### config.mk
export PLATFORM = sky130hd
export DESIGN_NAME = quoted_comment_aware_line_splitter
export DESIGN_NICKNAME = d
export VERILOG_FILES = /design/src/rtl/core/qcls_pkg.sv /design/src/rtl/core/qcls_config.sv /design/src/rtl/core/qcls_input_reg.sv /design/src/rtl/core/qcls_classifier.sv /design/src/rtl/core/qcls_result_reg.sv /design/src/rtl/core/quoted_comment_aware_line_splitter.sv
export SDC_FILE = /design/constraint.sdc
export NUM_CORES = 1
export LEC_CHECK = 0
export BUFFER_PORTS_ARGS = -buffer_cell sky130_fd_sc_hd__buf_2
export CORE_AREA = 2 2 96 98
export DETAILED_ROUTE_END_ITERATION = 8
export DIE_AREA = 0 0 98 100
export GPL_ROUTABILITY_DRIVEN = 0
export PLACE_DENSITY = 0.85
export REMOVE_ABC_BUFFERS = 1
export SKIP_CTS_REPAIR_TIMING = 1
export SLEW_MARGIN = 10
export SYNTH_ARGS = -nofsm -noshare
export SYNTH_HDL_FRONTEND = slang
export SYNTH_SLANG_ARGS = --single-unit
### constraint.sdc
create_clock -name i_clk -period 6.5 [get_ports i_clk]
set_clock_uncertainty 0.15 [all_clocks]
set_input_delay 1.3 -clock i_clk [delete_from_list [all_inputs] [get_ports i_clk]]
set_output_delay 1.3 -clock i_clk [all_outputs]
set_load 0.01 [all_outputs]
### src/rtl/core/qcls_pkg.sv
package qcls_pkg;

    // fixed field widths
    localparam int unsigned BYTE_W       = 8;
    localparam int unsigned ELEM_COUNT_W = 16;
    localparam int unsigned CFG_INDEX_W  = 8;

    // default counter width for the element counter
    localparam int unsigned COUNT_WIDTH_DEF = 16;

    // register reset values
    localparam logic [BYTE_W-1:0] DELIMITER_RST = 8'd10;
    localparam logic [BYTE_W-1:0] QUOTE_RST     = 8'd34;
    localparam logic [BYTE_W-1:0] ESCAPE_RST    = 8'd34;
    localparam logic [BYTE_W-1:0] COMMENT_RST   = 8'd59;

    // configuration register indexes
    typedef enum logic [CFG_INDEX_W-1:0] {
        CFG_DELIMITER = 8'd0,
        CFG_QUOTE     = 8'd1,
        CFG_ESCAPE    = 8'd2,
        CFG_COMMENT   = 8'd3
    } t_cfg_index;

    // current register values
    typedef struct packed {
        logic [BYTE_W-1:0] delimiter_byte;
        logic [BYTE_W-1:0] quote_byte;
        logic [BYTE_W-1:0] escape_byte;
        logic [BYTE_W-1:0] comment_byte;
    } t_cfg;

    // one input word
    typedef struct packed {
        logic [BYTE_W-1:0] text_byte;
        logic              end_of_text;
    } t_item;

    // one result word
    typedef struct packed {
        logic [BYTE_W-1:0]       out_byte;
        logic                    is_split;
        logic                    inside_quote;
        logic                    inside_comment;
        logic                    trailing_element;
        logic [ELEM_COUNT_W-1:0] element_count;
    } t_result;

endpackage

### src/rtl/core/qcls_config.sv
module qcls_config
    import qcls_pkg::*;
(
    input  logic                   i_clk,
    input  logic                   i_rst_n,
    input  logic                   i_cfg_valid,
    output logic                   o_cfg_ready,
    input  logic [CFG_INDEX_W-1:0] i_cfg_index,
    input  logic [BYTE_W-1:0]      i_cfg_data,
    output t_cfg                   o_cfg
);

    t_cfg r_cfg;

    // writes always taken, unknown indexes ignored
    assign o_cfg_ready = 1'b1;
    assign o_cfg       = r_cfg;

    always_ff @(posedge i_clk) begin
        if (!i_rst_n) begin
            r_cfg.delimiter_byte <= DELIMITER_RST;
            r_cfg.quote_byte     <= QUOTE_RST;
            r_cfg.escape_byte    <= ESCAPE_RST;
            r_cfg.comment_byte   <= COMMENT_RST;
        end else if (i_cfg_valid) begin
            case (t_cfg_index'(i_cfg_index))
                CFG_DELIMITER: r_cfg.delimiter_byte <= i_cfg_data;
                CFG_QUOTE:     r_cfg.quote_byte     <= i_cfg_data;
                CFG_ESCAPE:    r_cfg.escape_byte    <= i_cfg_data;
                CFG_COMMENT:   r_cfg.comment_byte   <= i_cfg_data;
                default: begin
                end
            endcase
        end
    end

endmodule

### src/rtl/core/qcls_input_reg.sv
module qcls_input_reg
    import qcls_pkg::*;
(
    input  logic  i_clk,
    input  logic  i_rst_n,
    input  logic  i_valid,
    output logic  o_ready,
    input  t_item i_item,
    output logic  o_valid,
    input  logic  i_take,
    output t_item o_item
);

    logic  r_valid;
    t_item r_item;

    // refill whenever empty or the held word moves on
    assign o_ready = !r_valid || i_take;
    assign o_valid = r_valid;
    assign o_item  = r_item;

    always_ff @(posedge i_clk) begin
        if (!i_rst_n) begin
            r_valid <= 1'b0;
        end else if (o_ready) begin
            r_valid <= i_valid;
        end
    end

    always_ff @(posedge i_clk) begin
        if (o_ready && i_valid) begin
            r_item <= i_item;
        end
    end

endmodule

### src/rtl/core/qcls_classifier.sv
module qcls_classifier
    import qcls_pkg::*;
#(
    parameter int unsigned COUNT_WIDTH = COUNT_WIDTH_DEF
) (
    input  logic    i_clk,
    input  logic    i_rst_n,
    input  t_cfg    i_cfg,
    input  t_item   i_item,
    input  logic    i_fire,
    output t_result o_result
);

    localparam logic [COUNT_WIDTH+1:0] CountTop = {2'b00, {COUNT_WIDTH{1'b1}}};

    logic                   r_quote_open;
    logic                   r_comment_open;
    logic                   r_quote_pending;
    logic [BYTE_W-1:0]      r_prev_byte;
    logic                   r_prev_valid;
    logic [COUNT_WIDTH-1:0] r_count;

    logic                   n_quote_open;
    logic                   n_comment_open;
    logic                   n_quote_pending;
    logic [COUNT_WIDTH-1:0] n_count;

    logic                   skip;
    logic                   split;
    logic                   trailing;
    logic                   toggle;
    logic                   quote_en;
    logic [1:0]             inc;
    logic [COUNT_WIDTH+1:0] count_sum;
    logic [COUNT_WIDTH+ELEM_COUNT_W-1:0] count_ext;
    logic [BYTE_W-1:0]      b;
    logic                   eot;

    assign b        = i_item.text_byte;
    assign eot      = i_item.end_of_text;
    assign quote_en = (i_cfg.quote_byte != '0);

    // quote, comment and delimiter decisions for one byte
    always_comb begin
        n_quote_open    = r_quote_open;
        n_comment_open  = r_comment_open;
        n_quote_pending = 1'b0;
        skip            = 1'b0;
        split           = 1'b0;
        toggle          = 1'b0;
        inc             = 2'd0;

        // held quote from the byte before
        if (r_quote_pending) begin
            if (quote_en && b == i_cfg.quote_byte) begin
                skip = 1'b1;
            end else begin
                n_quote_open   = !n_quote_open;
                n_comment_open = 1'b0;
                if (i_cfg.comment_byte != '0 && i_cfg.quote_byte == i_cfg.comment_byte
                        && !n_quote_open) begin
                    n_comment_open = 1'b1;
                end
                if (i_cfg.quote_byte == i_cfg.delimiter_byte && !n_quote_open) begin
                    inc            = inc + 2'd1;
                    n_comment_open = 1'b0;
                end
            end
        end

        // quote of this byte
        if (!skip && quote_en && b == i_cfg.quote_byte && !n_comment_open) begin
            if (i_cfg.quote_byte == i_cfg.escape_byte) begin
                if (eot) begin
                    toggle = 1'b1;
                end else begin
                    n_quote_pending = 1'b1;
                    skip            = 1'b1;
                end
            end else if (r_prev_valid && r_prev_byte == i_cfg.escape_byte) begin
                skip = 1'b1;
            end else begin
                toggle = 1'b1;
            end
            if (toggle) begin
                n_quote_open   = !n_quote_open;
                n_comment_open = 1'b0;
            end
        end

        // comment start and delimiter of this byte
        if (!skip) begin
            if (i_cfg.comment_byte != '0 && b == i_cfg.comment_byte && !n_quote_open) begin
                n_comment_open = 1'b1;
            end
            if (b == i_cfg.delimiter_byte && !n_quote_open) begin
                inc            = inc + 2'd1;
                n_comment_open = 1'b0;
                split          = 1'b1;
            end
        end

        trailing = eot && !split;
        if (trailing) begin
            inc = inc + 2'd1;
        end
    end

    // saturating element count
    always_comb begin
        count_sum = {2'b00, r_count} + (COUNT_WIDTH+2)'(inc);
        if (count_sum > CountTop) begin
            n_count = {COUNT_WIDTH{1'b1}};
        end else begin
            n_count = count_sum[COUNT_WIDTH-1:0];
        end
        count_ext = {{ELEM_COUNT_W{1'b0}}, n_count};
    end

    // result word
    always_comb begin
        o_result.out_byte         = b;
        o_result.is_split         = split;
        o_result.inside_quote     = n_quote_open;
        o_result.inside_comment   = n_comment_open;
        o_result.trailing_element = trailing;
        o_result.element_count    = count_ext[ELEM_COUNT_W-1:0];
    end

    // parser state, cleared after the final byte
    always_ff @(posedge i_clk) begin
        if (!i_rst_n) begin
            r_quote_open    <= 1'b0;
            r_comment_open  <= 1'b0;
            r_quote_pending <= 1'b0;
            r_prev_byte     <= '0;
            r_prev_valid    <= 1'b0;
            r_count         <= '0;
        end else if (i_fire) begin
            if (eot) begin
                r_quote_open    <= 1'b0;
                r_comment_open  <= 1'b0;
                r_quote_pending <= 1'b0;
                r_prev_byte     <= '0;
                r_prev_valid    <= 1'b0;
                r_count         <= '0;
            end else begin
                r_quote_open    <= n_quote_open;
                r_comment_open  <= n_comment_open;
                r_quote_pending <= n_quote_pending;
                r_prev_byte     <= b;
                r_prev_valid    <= 1'b1;
                r_count         <= n_count;
            end
        end
    end

endmodule

### src/rtl/core/qcls_result_reg.sv
module qcls_result_reg
    import qcls_pkg::*;
(
    input  logic    i_clk,
    input  logic    i_rst_n,
    input  logic    i_valid,
    output logic    o_ready,
    input  t_result i_result,
    output logic    o_valid,
    input  logic    i_ready,
    output t_result o_result
);

    logic    r_valid;
    t_result r_result;

    // loads while empty or while the held word is taken
    assign o_ready  = !r_valid || i_ready;
    assign o_valid  = r_valid;
    assign o_result = r_result;

    always_ff @(posedge i_clk) begin
        if (!i_rst_n) begin
            r_valid <= 1'b0;
        end else if (o_ready) begin
            r_valid <= i_valid;
        end
    end

    always_ff @(posedge i_clk) begin
        if (o_ready && i_valid) begin
            r_result <= i_result;
        end
    end

endmodule

### src/rtl/core/quoted_comment_aware_line_splitter.sv
// channel  direction  handshake               payload
// input    in         i_valid / o_ready       i_text_byte, i_end_of_text
// result   out        o_valid / i_ready       o_out_byte, o_is_split, o_inside_quote,
//                                             o_inside_comment, o_trailing_element,
//                                             o_element_count
// config   in         i_cfg_valid / o_cfg_ready  i_cfg_index, i_cfg_data
//
// one byte per cycle sustained while the result side is ready; a byte accepted into the
// input register then moves through the classifier into the result register
// the classifier state updates once per byte as it moves into the result register
// synchronous active-low reset clears all valid flags, parser state and config registers
// a stalled result holds the result register and then the input register;
// a word is accepted whenever the input register is empty or moves on
module quoted_comment_aware_line_splitter
    import qcls_pkg::*;
#(
    parameter int unsigned COUNT_WIDTH = COUNT_WIDTH_DEF
) (
    input  logic                    i_clk,
    input  logic                    i_rst_n,
    input  logic                    i_valid,
    output logic                    o_ready,
    input  logic [BYTE_W-1:0]       i_text_byte,
    input  logic                    i_end_of_text,
    output logic                    o_valid,
    input  logic                    i_ready,
    output logic [BYTE_W-1:0]       o_out_byte,
    output logic                    o_is_split,
    output logic                    o_inside_quote,
    output logic                    o_inside_comment,
    output logic                    o_trailing_element,
    output logic [ELEM_COUNT_W-1:0] o_element_count,
    input  logic                    i_cfg_valid,
    output logic                    o_cfg_ready,
    input  logic [CFG_INDEX_W-1:0]  i_cfg_index,
    input  logic [BYTE_W-1:0]       i_cfg_data
);

    t_cfg    cfg;
    t_item   in_item;
    t_item   held_item;
    logic    held_valid;
    logic    res_ready;
    logic    fire;
    t_result cls_result;
    t_result out_result;

    assign in_item.text_byte   = i_text_byte;
    assign in_item.end_of_text = i_end_of_text;

    // held word moves into the result register
    assign fire = held_valid && res_ready;

    qcls_config u_config (
        .i_clk       (i_clk),
        .i_rst_n     (i_rst_n),
        .i_cfg_valid (i_cfg_valid),
        .o_cfg_ready (o_cfg_ready),
        .i_cfg_index (i_cfg_index),
        .i_cfg_data  (i_cfg_data),
        .o_cfg       (cfg)
    );

    qcls_input_reg u_input_reg (
        .i_clk   (i_clk),
        .i_rst_n (i_rst_n),
        .i_valid (i_valid),
        .o_ready (o_ready),
        .i_item  (in_item),
        .o_valid (held_valid),
        .i_take  (res_ready),
        .o_item  (held_item)
    );

    qcls_classifier #(
        .COUNT_WIDTH (COUNT_WIDTH)
    ) u_classifier (
        .i_clk    (i_clk),
        .i_rst_n  (i_rst_n),
        .i_cfg    (cfg),
        .i_item   (held_item),
        .i_fire   (fire),
        .o_result (cls_result)
    );

    qcls_result_reg u_result_reg (
        .i_clk    (i_clk),
        .i_rst_n  (i_rst_n),
        .i_valid  (held_valid),
        .o_ready  (res_ready),
        .i_result (cls_result),
        .o_valid  (o_valid),
        .i_ready  (i_ready),
        .o_result (out_result)
    );

    assign o_out_byte         = out_result.out_byte;
    assign o_is_split         = out_result.is_split;
    assign o_inside_quote     = out_result.inside_quote;
    assign o_inside_comment   = out_result.inside_comment;
    assign o_trailing_element = out_result.trailing_element;
    assign o_element_count    = out_result.element_count;

endmodule
* After elaboration in Yosys (flattened, before gate mapping)
Cells that the tools add are included.
Storage, ports and cells: output and inout port bits 31, bits of input ports 30, logic and storage cells 105, register bits after elaboration 99
Cells by class: muxes and demuxes 40, reduce and logical (&&, ||, !) cells 31, $lt $le $gt $ge 1, $add $sub $neg 3, equality and inequality tests 10
Operators with widths (count):
- $eq A8 B8 Y1 | 7
- $mux W1 | 32
- $mux W16 | 2
- $gt A18 B16 Y1 const B | 1
- $add A16 B2 Y17 | 1
- $eq A8 B2 Y1 const B | 2
- $reduce_bool A8 Y1 | 2
- $logic_and A1 B1 Y1 | 14
- $mux W2 | 5
- $eq A8 B1 Y1 const B | 1
- $logic_not A1 Y1 | 8
- $logic_not A8 Y1 | 1
- $mux W8 | 1
- $reduce_and A2 Y1 | 4
- $add A2 B1 Y2 const B | 2
- $logic_or A1 B1 Y1 | 2

* Depth between registers and ports, before layout
Gate-level depths: netlist of run 1.
depth after elaboration 23, mapped depth 21, depth with buffers taken out 19

* Cells and area by module
Synthesis of run 1 repeated with hierarchy kept, for this count alone.
Unflattened totals: cells, all modules 498, area, all modules 5138.7 um^2
By module, submodules not included:
- qcls_classifier | sequential area each 560.5 um^2, area an instance 2606.2 um^2, times used 1, cells an instance 326
- qcls_config | sequential area each 640.6 um^2, area an instance 1300.0 um^2, times used 1, cells an instance 124
- qcls_result_reg | sequential area each 860.8 um^2, area an instance 898.4 um^2, times used 1, cells an instance 33
- qcls_input_reg | sequential area each 290.3 um^2, area an instance 327.8 um^2, times used 1, cells an instance 14
- quoted_comment_aware_line_splitter | sequential area each 0.0 um^2, area an instance 6.3 um^2, times used 1, cells an instance 1

* Worst setup path after synthesis of run 1
Ideal clock, no wire load.
kind register to register, from register u_config.r_cfg, in the netlist u_config.o_cfg[20], to register u_classifier.r_count[8], arrival 4.520 ns, cell stages (with the launch flop) 22, setup slack 1.750 ns, required time 6.270 ns, period minus slack after synthesis 4.750 ns, cells stage by stage dfxtp_1 -> buf_2 -> nor4_1 -> a211oi_2 -> a31o_2 -> xor2_2 -> xnor2_2 -> nor2_1 -> ha_1 -> o21ai_0 -> xor2_1 -> ha_1 -> inv_1 -> fa_1 -> nand3b_1 -> nor4_1 -> and3_1 -> nand3_1 -> buf_2 -> a31oi_1 -> nor2_1 -> nor3b_1
RTL lines:
- start, declared | RTL line qcls_config.sv:13 | t_cfg r_cfg;
- end signal, assigned | RTL line qcls_classifier.sv:153 | r_count <= n_count;
- end, declared | RTL line qcls_classifier.sv:21 | logic [COUNT_WIDTH-1:0] r_count;

==> impl_summary.md, run 1 <==
Synth
In this run, distinct cell masters in the synthesized netlist total 51. The share of Yosys cell area claimed by the top area cell type is 25.1%. The share of synthesized registers carrying an async set or reset is 0%.

By count the netlist is led by sky130_fd_sc_hd__dfxtp_1, sky130_fd_sc_hd__nor2b_1, sky130_fd_sc_hd__edfxtp_1, sky130_fd_sc_hd__mux2i_1, sky130_fd_sc_hd__xor2_1. The number of flip-flops and latches in the synthesized netlist is between 90 and 100. Of all cell types, the one taking the most synthesized area is sky130_fd_sc_hd__dfxtp_1. In the synthesized netlist, the number of instances is 461.

The synthesized area per cell is 10.7 sq um. The combined area of all synthesized cells is 0.00494 sq mm. In the post-synthesis netlist, the biggest area contributors are sky130_fd_sc_hd__dfxtp_1, sky130_fd_sc_hd__edfxtp_1, sky130_fd_sc_hd__mux2i_1. In the synthesized netlist the dominant register cell turns out to be sky130_fd_sc_hd__dfxtp_1. The most common cell in the netlist is sky130_fd_sc_hd__dfxtp_1. For this run, the number of Yosys warnings is 0.

For this run, the register share of the synthesized area comes to 47.7%. The number of enable flip-flop cells after synthesis is 37.

Finish
In the final layout, the multi-input gates occupy 0.00235 sq mm. Relative to the synthesized area, the layout overhead comes to 9.25%. The final core utilization is 60.7%. The repair_antennas step left the layout with diodes totalling 0. The final standard cell count with taps included and fillers excluded is 622.

The net count of the finished layout is 540. Counting the fill cells in the layout gives 712. In the final layout, the share of cells above drive strength 1 is 18.6%. Across the whole layout, storage elements account for 0.00235 sq mm.

STA
The number of hold-slack violations in the final timing report came to 0. The final critical path time including I/O delays and setup is 5690 ps. Setup violations remaining at the end of the flow were counted as 0.

The final period utilization is 87.6%. The upper clock frequency limit is 0.176 GHz. After routing, the total negative slack on setup checks comes to 0 ps. Setup repair after global routing left no endpoint under its margin. At the pin with the least slew margin, the transition time is about 1200 ps. The relative slew slack is 20.3%.

The count of pins over their slew limit is 0.

Floorplanning
The overall die area is 0.00980 sq mm. The placeable core region is approximately 0.009 sq mm. The die is 100 microns tall. Measured along the x axis, the die boundary spans between 90 and 100 microns. The boundary pin count is slightly above 60.

In this run the core area contains 35 standard-cell rows. Once the floorplan was initialized, standard cells occupied a little under three fifths of the core.

Route
In this run the remaining antenna-violating nets after routing total 0. In the routed design, unresolved DRC markers number 0. The number of optimization iterations in the first detailed-route pass is 4. The detailed router finished its first iteration with 121 violations. Using the TritonRoute via totals, the vias-per-cell ratio works out to 5.67. Dividing the detail-routed wire length by the instance count gives roughly 16 microns. For this block, the routed nets add up to a little under 10000 microns of wire. The detailed router placed roughly 3500 vias in this run.

Pwr
Net switching is between 20% and 30% of the power. The switching component of the power is approximately 280 uW. In this run, the clock network consumes 36.0% of the power.

The part of the power in combinational logic is about 6%. The relative contribution of sequential cells to total power is 57.8%. The cell internal power dissipation is between 800 and 900 uW. VDD sags by at most around 0.15 mV. The power per standard cell area is 214 mW/mm^2. In this run the static leakage power is 0.00209 uW.

Critical path
The worst setup path is captured at a register. The setup path with the least slack is of type register to register. The arrival time of data at the critical path endpoint is 5860 ps. The largest driver fanout on the critical path is 24. The required time reported for the critical path endpoint is between 6000 and 7000 ps. STA classifies the critical path startpoint as a register.

Clock tree
The maximum number of buffers from clock root to sink is 2. The number of clock sinks is just under 100. In this run, CTS created clock tree buffers numbering 9.

At the later pin of the worst-skew pair, clock insertion delay measures 380 ps. The clock tree synthesis step divided the H-tree into 3 levels. The buffer cell driving the clock tree root is sky130_fd_sc_hd__clkbuf_8.

After clock tree synthesis, the clock-pin slew on the worst setup and hold paths is 100 ps. The TritonCTS clock tree is yes.

Hold path
The type of the tightest min-delay check is register to register.

Global route
Global routing finished with a remaining overflow of 0. The pin count of the biggest net entering global routing is 64. The global-route usage over all layers is 20.9%.

The first global-routing pass estimated 16400 microns of wire. The number of global-route vias before repair is about 3400. The initial antenna violation count is 0.

Place
The number of buffer cells added on primary ports is 59. The sum of net half-perimeters after detailed placement is 6960 microns. The number of placed instances, taps included is 606.

Outcome
The flow ran to the end, and the final reports show no timing, DRC or antenna violations.

Flow run
The tool flagged a number of max-cap violations equal to 0.
per-stage QoR:
step / setup slack (ps) / hold WS, ps / power [uW] / area [sq um]
after CTS: 813 / 326 / 1160 / 5390
after detailed placement: 872 / 314 / 754 / 5180
after global placement: 1080 / 305 / 751 / 5180
final: 808 / 322 / 1160 / 5390
after floorplan: 1540 / 291 / 717 / 4730
after global routing: 240 / 381 / 1190 / 5390
power groups by stage:
stage	sequential, uW	clock (uW)	combinational, uW
floorplan	685	0	32.0
global placement	682	0	68.9
CTS	668	423	71.3
detailed placement	683	0	71.1
global route	670	445	78.1
finish	668	416	70.8
metal layers:
layer  routed length [microns]  vias up  track usage [%]
met5                         0        -                0
met4                       164        0             8.55
met3                       447       14             4.46
met2                      5120      106             36.7
met1                      4170     1689             25.2
li1                          -     1716                -
sequential cells by signal, summed over array words and instances, names as in the netlist:
signal,cells
u_classifier.r_quote_pending,1
u_classifier.r_comment_open,1
u_input_reg.o_valid,1
u_result_reg.o_result,28
u_input_reg.o_item,9
u_classifier.r_quote_open,1
u_classifier.r_prev_byte,8
u_config.o_cfg,32
u_classifier.r_count,16
u_result_reg.o_valid,1
u_classifier.r_prev_valid,1
critical path, stage by stage (launching register included):
cell,delay (ps)
sky130_fd_sc_hd__edfxtp_1,510
sky130_fd_sc_hd__xor2_1,210
sky130_fd_sc_hd__nor4_4,330
sky130_fd_sc_hd__nand3_2,190
sky130_fd_sc_hd__a2111oi_4,280
sky130_fd_sc_hd__xnor2_2,220
sky130_fd_sc_hd__nor2_1,100
sky130_fd_sc_hd__ha_1,320
sky130_fd_sc_hd__o21ai_0,110
sky130_fd_sc_hd__xor2_1,170
sky130_fd_sc_hd__ha_1,180
sky130_fd_sc_hd__inv_1,50
sky130_fd_sc_hd__fa_1,440
sky130_fd_sc_hd__nand3b_1,310
sky130_fd_sc_hd__nor4_1,540
sky130_fd_sc_hd__and3_1,280
sky130_fd_sc_hd__nand3_1,590
sky130_fd_sc_hd__a31oi_1,370
sky130_fd_sc_hd__nor2_1,60
sky130_fd_sc_hd__nor3b_1,180
logic make-up (layout without fill, tap and decap cells):
kind of cell,after synthesis,in the layout,synth area share (%)
buffers and inverters,35,85,4.79
xor gates and xnor gates,66,66,12.0
other,1,1,0.0760
muxes,34,34,6.92
adders and majority gates,4,4,1.17
and+or+nand+nor,160,160,18.4
AOI/OAI and AO/OA,62,62,9.00
DFF,99,99,47.7
path summary, 6_finish.rpt:
kind / to / startpoint / depth (start not counted) / slack (ps)
min: u_classifier.r_quote_pending / u_classifier.r_quote_pending / 2 / 320
max reg2reg: u_classifier.r_count[10] / u_input_reg.o_item[6] / 19 / 810
min reg2reg: u_classifier.r_quote_pending / u_classifier.r_quote_pending / 2 / 320
max: u_classifier.r_count[10] / u_input_reg.o_item[6] / 19 / 810
cell usage in the layout, fill, tap and decap left out, types with 7 or more instances in the layout:
| cell | count |
|---|---|
| sky130_fd_sc_hd__nand2_1 | 32 |
| sky130_fd_sc_hd__a21oi_1 | 24 |
| sky130_fd_sc_hd__mux2i_1 | 33 |
| sky130_fd_sc_hd__xnor2_1 | 31 |
| sky130_fd_sc_hd__clkbuf_8 | 9 |
| sky130_fd_sc_hd__nand4_1 | 8 |
| sky130_fd_sc_hd__buf_2 | 59 |
| sky130_fd_sc_hd__xor2_1 | 33 |
| sky130_fd_sc_hd__inv_1 | 7 |
| sky130_fd_sc_hd__dfxtp_1 | 62 |
| sky130_fd_sc_hd__nor4_1 | 11 |
| sky130_fd_sc_hd__nor3_1 | 7 |
| sky130_fd_sc_hd__nor2_1 | 16 |
| sky130_fd_sc_hd__a22oi_1 | 9 |
| sky130_fd_sc_hd__nand3_1 | 11 |
| sky130_fd_sc_hd__edfxtp_1 | 37 |
| sky130_fd_sc_hd__nor3b_1 | 11 |
| sky130_fd_sc_hd__nor2b_1 | 44 |
cell type report:
class	count	share of cell area (%)
Multi-Input combinational cell	327	43.5
Tap cell	111	2.58
Timing Repair Buffer	62	5.89
Clock buffer	9	2.30
Clock inverter	7	1.60
Inverter	7	0.487
Sequential cell	99	43.6
No activity file was read; power rests on OpenSTA's default activity.
==> inputs of run 2 (changes only) <==
--- a/config.mk
+++ b/config.mk
@@ -10,6 +10,7 @@
 export DETAILED_ROUTE_END_ITERATION = 8
 export DIE_AREA = 0 0 98 100
 export GPL_ROUTABILITY_DRIVEN = 0
+export MAX_ROUTING_LAYER = met4
 export PLACE_DENSITY = 0.85
 export REMOVE_ABC_BUFFERS = 1
 export SKIP_CTS_REPAIR_TIMING = 1
==> impl_summary.md, run 2 (synthesis results as in run 1) <==
Global route
Entering global routing, the biggest net connects 64 pins. Summed over all layers, the global routing overflow is 0. The wire length of the first global-routing pass is 16300 microns.

The initial antenna violation count is 0. Global routing consumed, over all layers together, 21.5% of the routing resources. The number of global-route vias before repair is 3386.

STA
Setup repair after global routing left no endpoint under its margin. The total negative setup slack is 0 ps. After layout, the worst path uses 87.4% of the clock period. Setup violations remaining at the end of the flow were counted as 0.

The number of hold-slack violations in the final timing report was 0. The relative slew slack is 20.4%. The final critical path time including I/O delays and setup is 5680 ps. Based on the critical path, the design can be clocked at up to around 0.18 GHz. The count of pins over their slew limit is 0. The transition at the pin with the smallest max-transition slack is 1190 ps.

Clock tree
After clock tree synthesis, the clock-pin slew on the worst setup and hold paths is 100 ps. The number of clock sinks is 99. The clock passes through at most 2 buffers. The clock reaches the later pin of the worst-skew pair after 380 ps.

The maximum level of the CTS H-tree is 3. TritonCTS built the clock tree. The buffer cell driving the clock tree root is sky130_fd_sc_hd__clkbuf_8. The number of clock buffers inserted by TritonCTS is 9.

Pwr
The power per standard cell area is 214 mW/mm^2. VDD sags by at most 0.150 mV. The leakage power is 0.00209 uW.

Hold path
The type of the tightest min-delay check is register to register.

Floorplanning
The vertical die dimension is 100 microns. During I/O placement, the number of pins put on the boundary was 61. The overall die area is 0.00980 sq mm. The effective utilization at floorplan is roughly 56%. The placeable core region is 0.00889 sq mm. The count of standard-cell rows is 35.

The die width is 98 microns.

Finish
Of the cells placed in the final design, the portion with a size suffix greater than 1 is 18.6%. The net count of the finished layout is 540. In the layout the commonest cells are sky130_fd_sc_hd__dfxtp_1, sky130_fd_sc_hd__buf_2, sky130_fd_sc_hd__nor2b_1. The area added between synthesis and finish is 9.25%.

For this run, the share of the core covered by cells in the final layout is around three fifths. The number of flip-flops under the largest register name is 32. The number of antenna repair diodes is 0.

The most common cell after layout, fill and taps aside is sky130_fd_sc_hd__dfxtp_1.

Route
The detailed router placed 3513 vias in this run. The count of nets left with antenna violations after detail routing is 0. Dividing the detail-routed wire length by the instance count gives 15.9 microns. The number of design rule violations left after detail routing is 0.

The first detailed-routing pass took 4 iterations. The total routed wirelength is 9880 microns. After detailed routing, the number of vias per cell comes to 5.65. In this run, the number of DRC markers left after iteration 0 of detailed routing was about 140.

Flow run
Across the run, the number of max-cap violations was 0.

Critical path
In this run the worst path has a maximum fanout of 24. The start-to-end type of the worst setup path is register to register. Data on the critical path is required at its endpoint by 6660 ps. The kind of capture point of the worst setup path is a register. The arrival time of data at the critical path endpoint is 5840 ps.

The kind of launch point of the worst setup path is a register.

Place
During placement, the flow inserted port buffers numbering 59. Detailed placement ended at an HPWL of around 7000 microns.

Outcome
The run finished with clean final reports.
## run 2: routing by layer
layer	global-route usage, %	up-vias	wire, microns
met5	-	-	0
met4	9.19	0	178
met3	4.04	17	501
met2	36.8	108	5030
met1	24.9	1674	4170
li1	-	1714	-
## run 2: final timing paths
kind | cells after the start | start | to | slack, ps
max | 19 | u_input_reg.o_item[6] | u_classifier.r_count[10] | 820
min | 2 | u_classifier.r_quote_pending | u_classifier.r_quote_pending | 320
max reg2reg | 19 | u_input_reg.o_item[6] | u_classifier.r_count[10] | 820
min reg2reg | 2 | u_classifier.r_quote_pending | u_classifier.r_quote_pending | 320
## run 2: metrics by stage
step                cells  total power, uW  instance area, sq um  setup WS, ps  hold slack (ps)
floorplan             433              717                  4730          1540              291
global placement      606              751                  5180          1080              305
detailed placement    606              754                  5180           872              314
CTS                   622             1160                  5390           813              326
global route          622             1190                  5390           240              381
finish                622             1150                  5390           817              322
## run 2: cell type report
class | instances | area [sq um]
Clock inverter | 7 | 86.3
Inverter | 7 | 26.3
Timing Repair Buffer | 62 | 318
Tap cell | 111 | 139
Clock buffer | 9 | 124
Multi-Input combinational cell | 327 | 2350
Fill cell | 712 | 3500
Sequential cell | 99 | 2350
## run 2: where the power goes
group          internal [uW]  switching, uW
clock                    184            231
sequential               658           10.4
combinational           28.8           41.8
## run 2: critical path: stages, from the launching register on
cell,delay (ps)
sky130_fd_sc_hd__edfxtp_1,520
sky130_fd_sc_hd__xor2_1,210
sky130_fd_sc_hd__nor4_4,330
sky130_fd_sc_hd__nand3_2,190
sky130_fd_sc_hd__a2111oi_4,280
sky130_fd_sc_hd__xnor2_2,220
sky130_fd_sc_hd__nor2_1,100
sky130_fd_sc_hd__ha_1,320
sky130_fd_sc_hd__o21ai_0,110
sky130_fd_sc_hd__xor2_1,170
sky130_fd_sc_hd__ha_1,180
sky130_fd_sc_hd__inv_1,50
sky130_fd_sc_hd__fa_1,440
sky130_fd_sc_hd__nand3b_1,310
sky130_fd_sc_hd__nor4_1,540
sky130_fd_sc_hd__and3_1,280
sky130_fd_sc_hd__nand3_1,580
sky130_fd_sc_hd__a31oi_1,370
sky130_fd_sc_hd__nor2_1,60
sky130_fd_sc_hd__nor3b_1,190
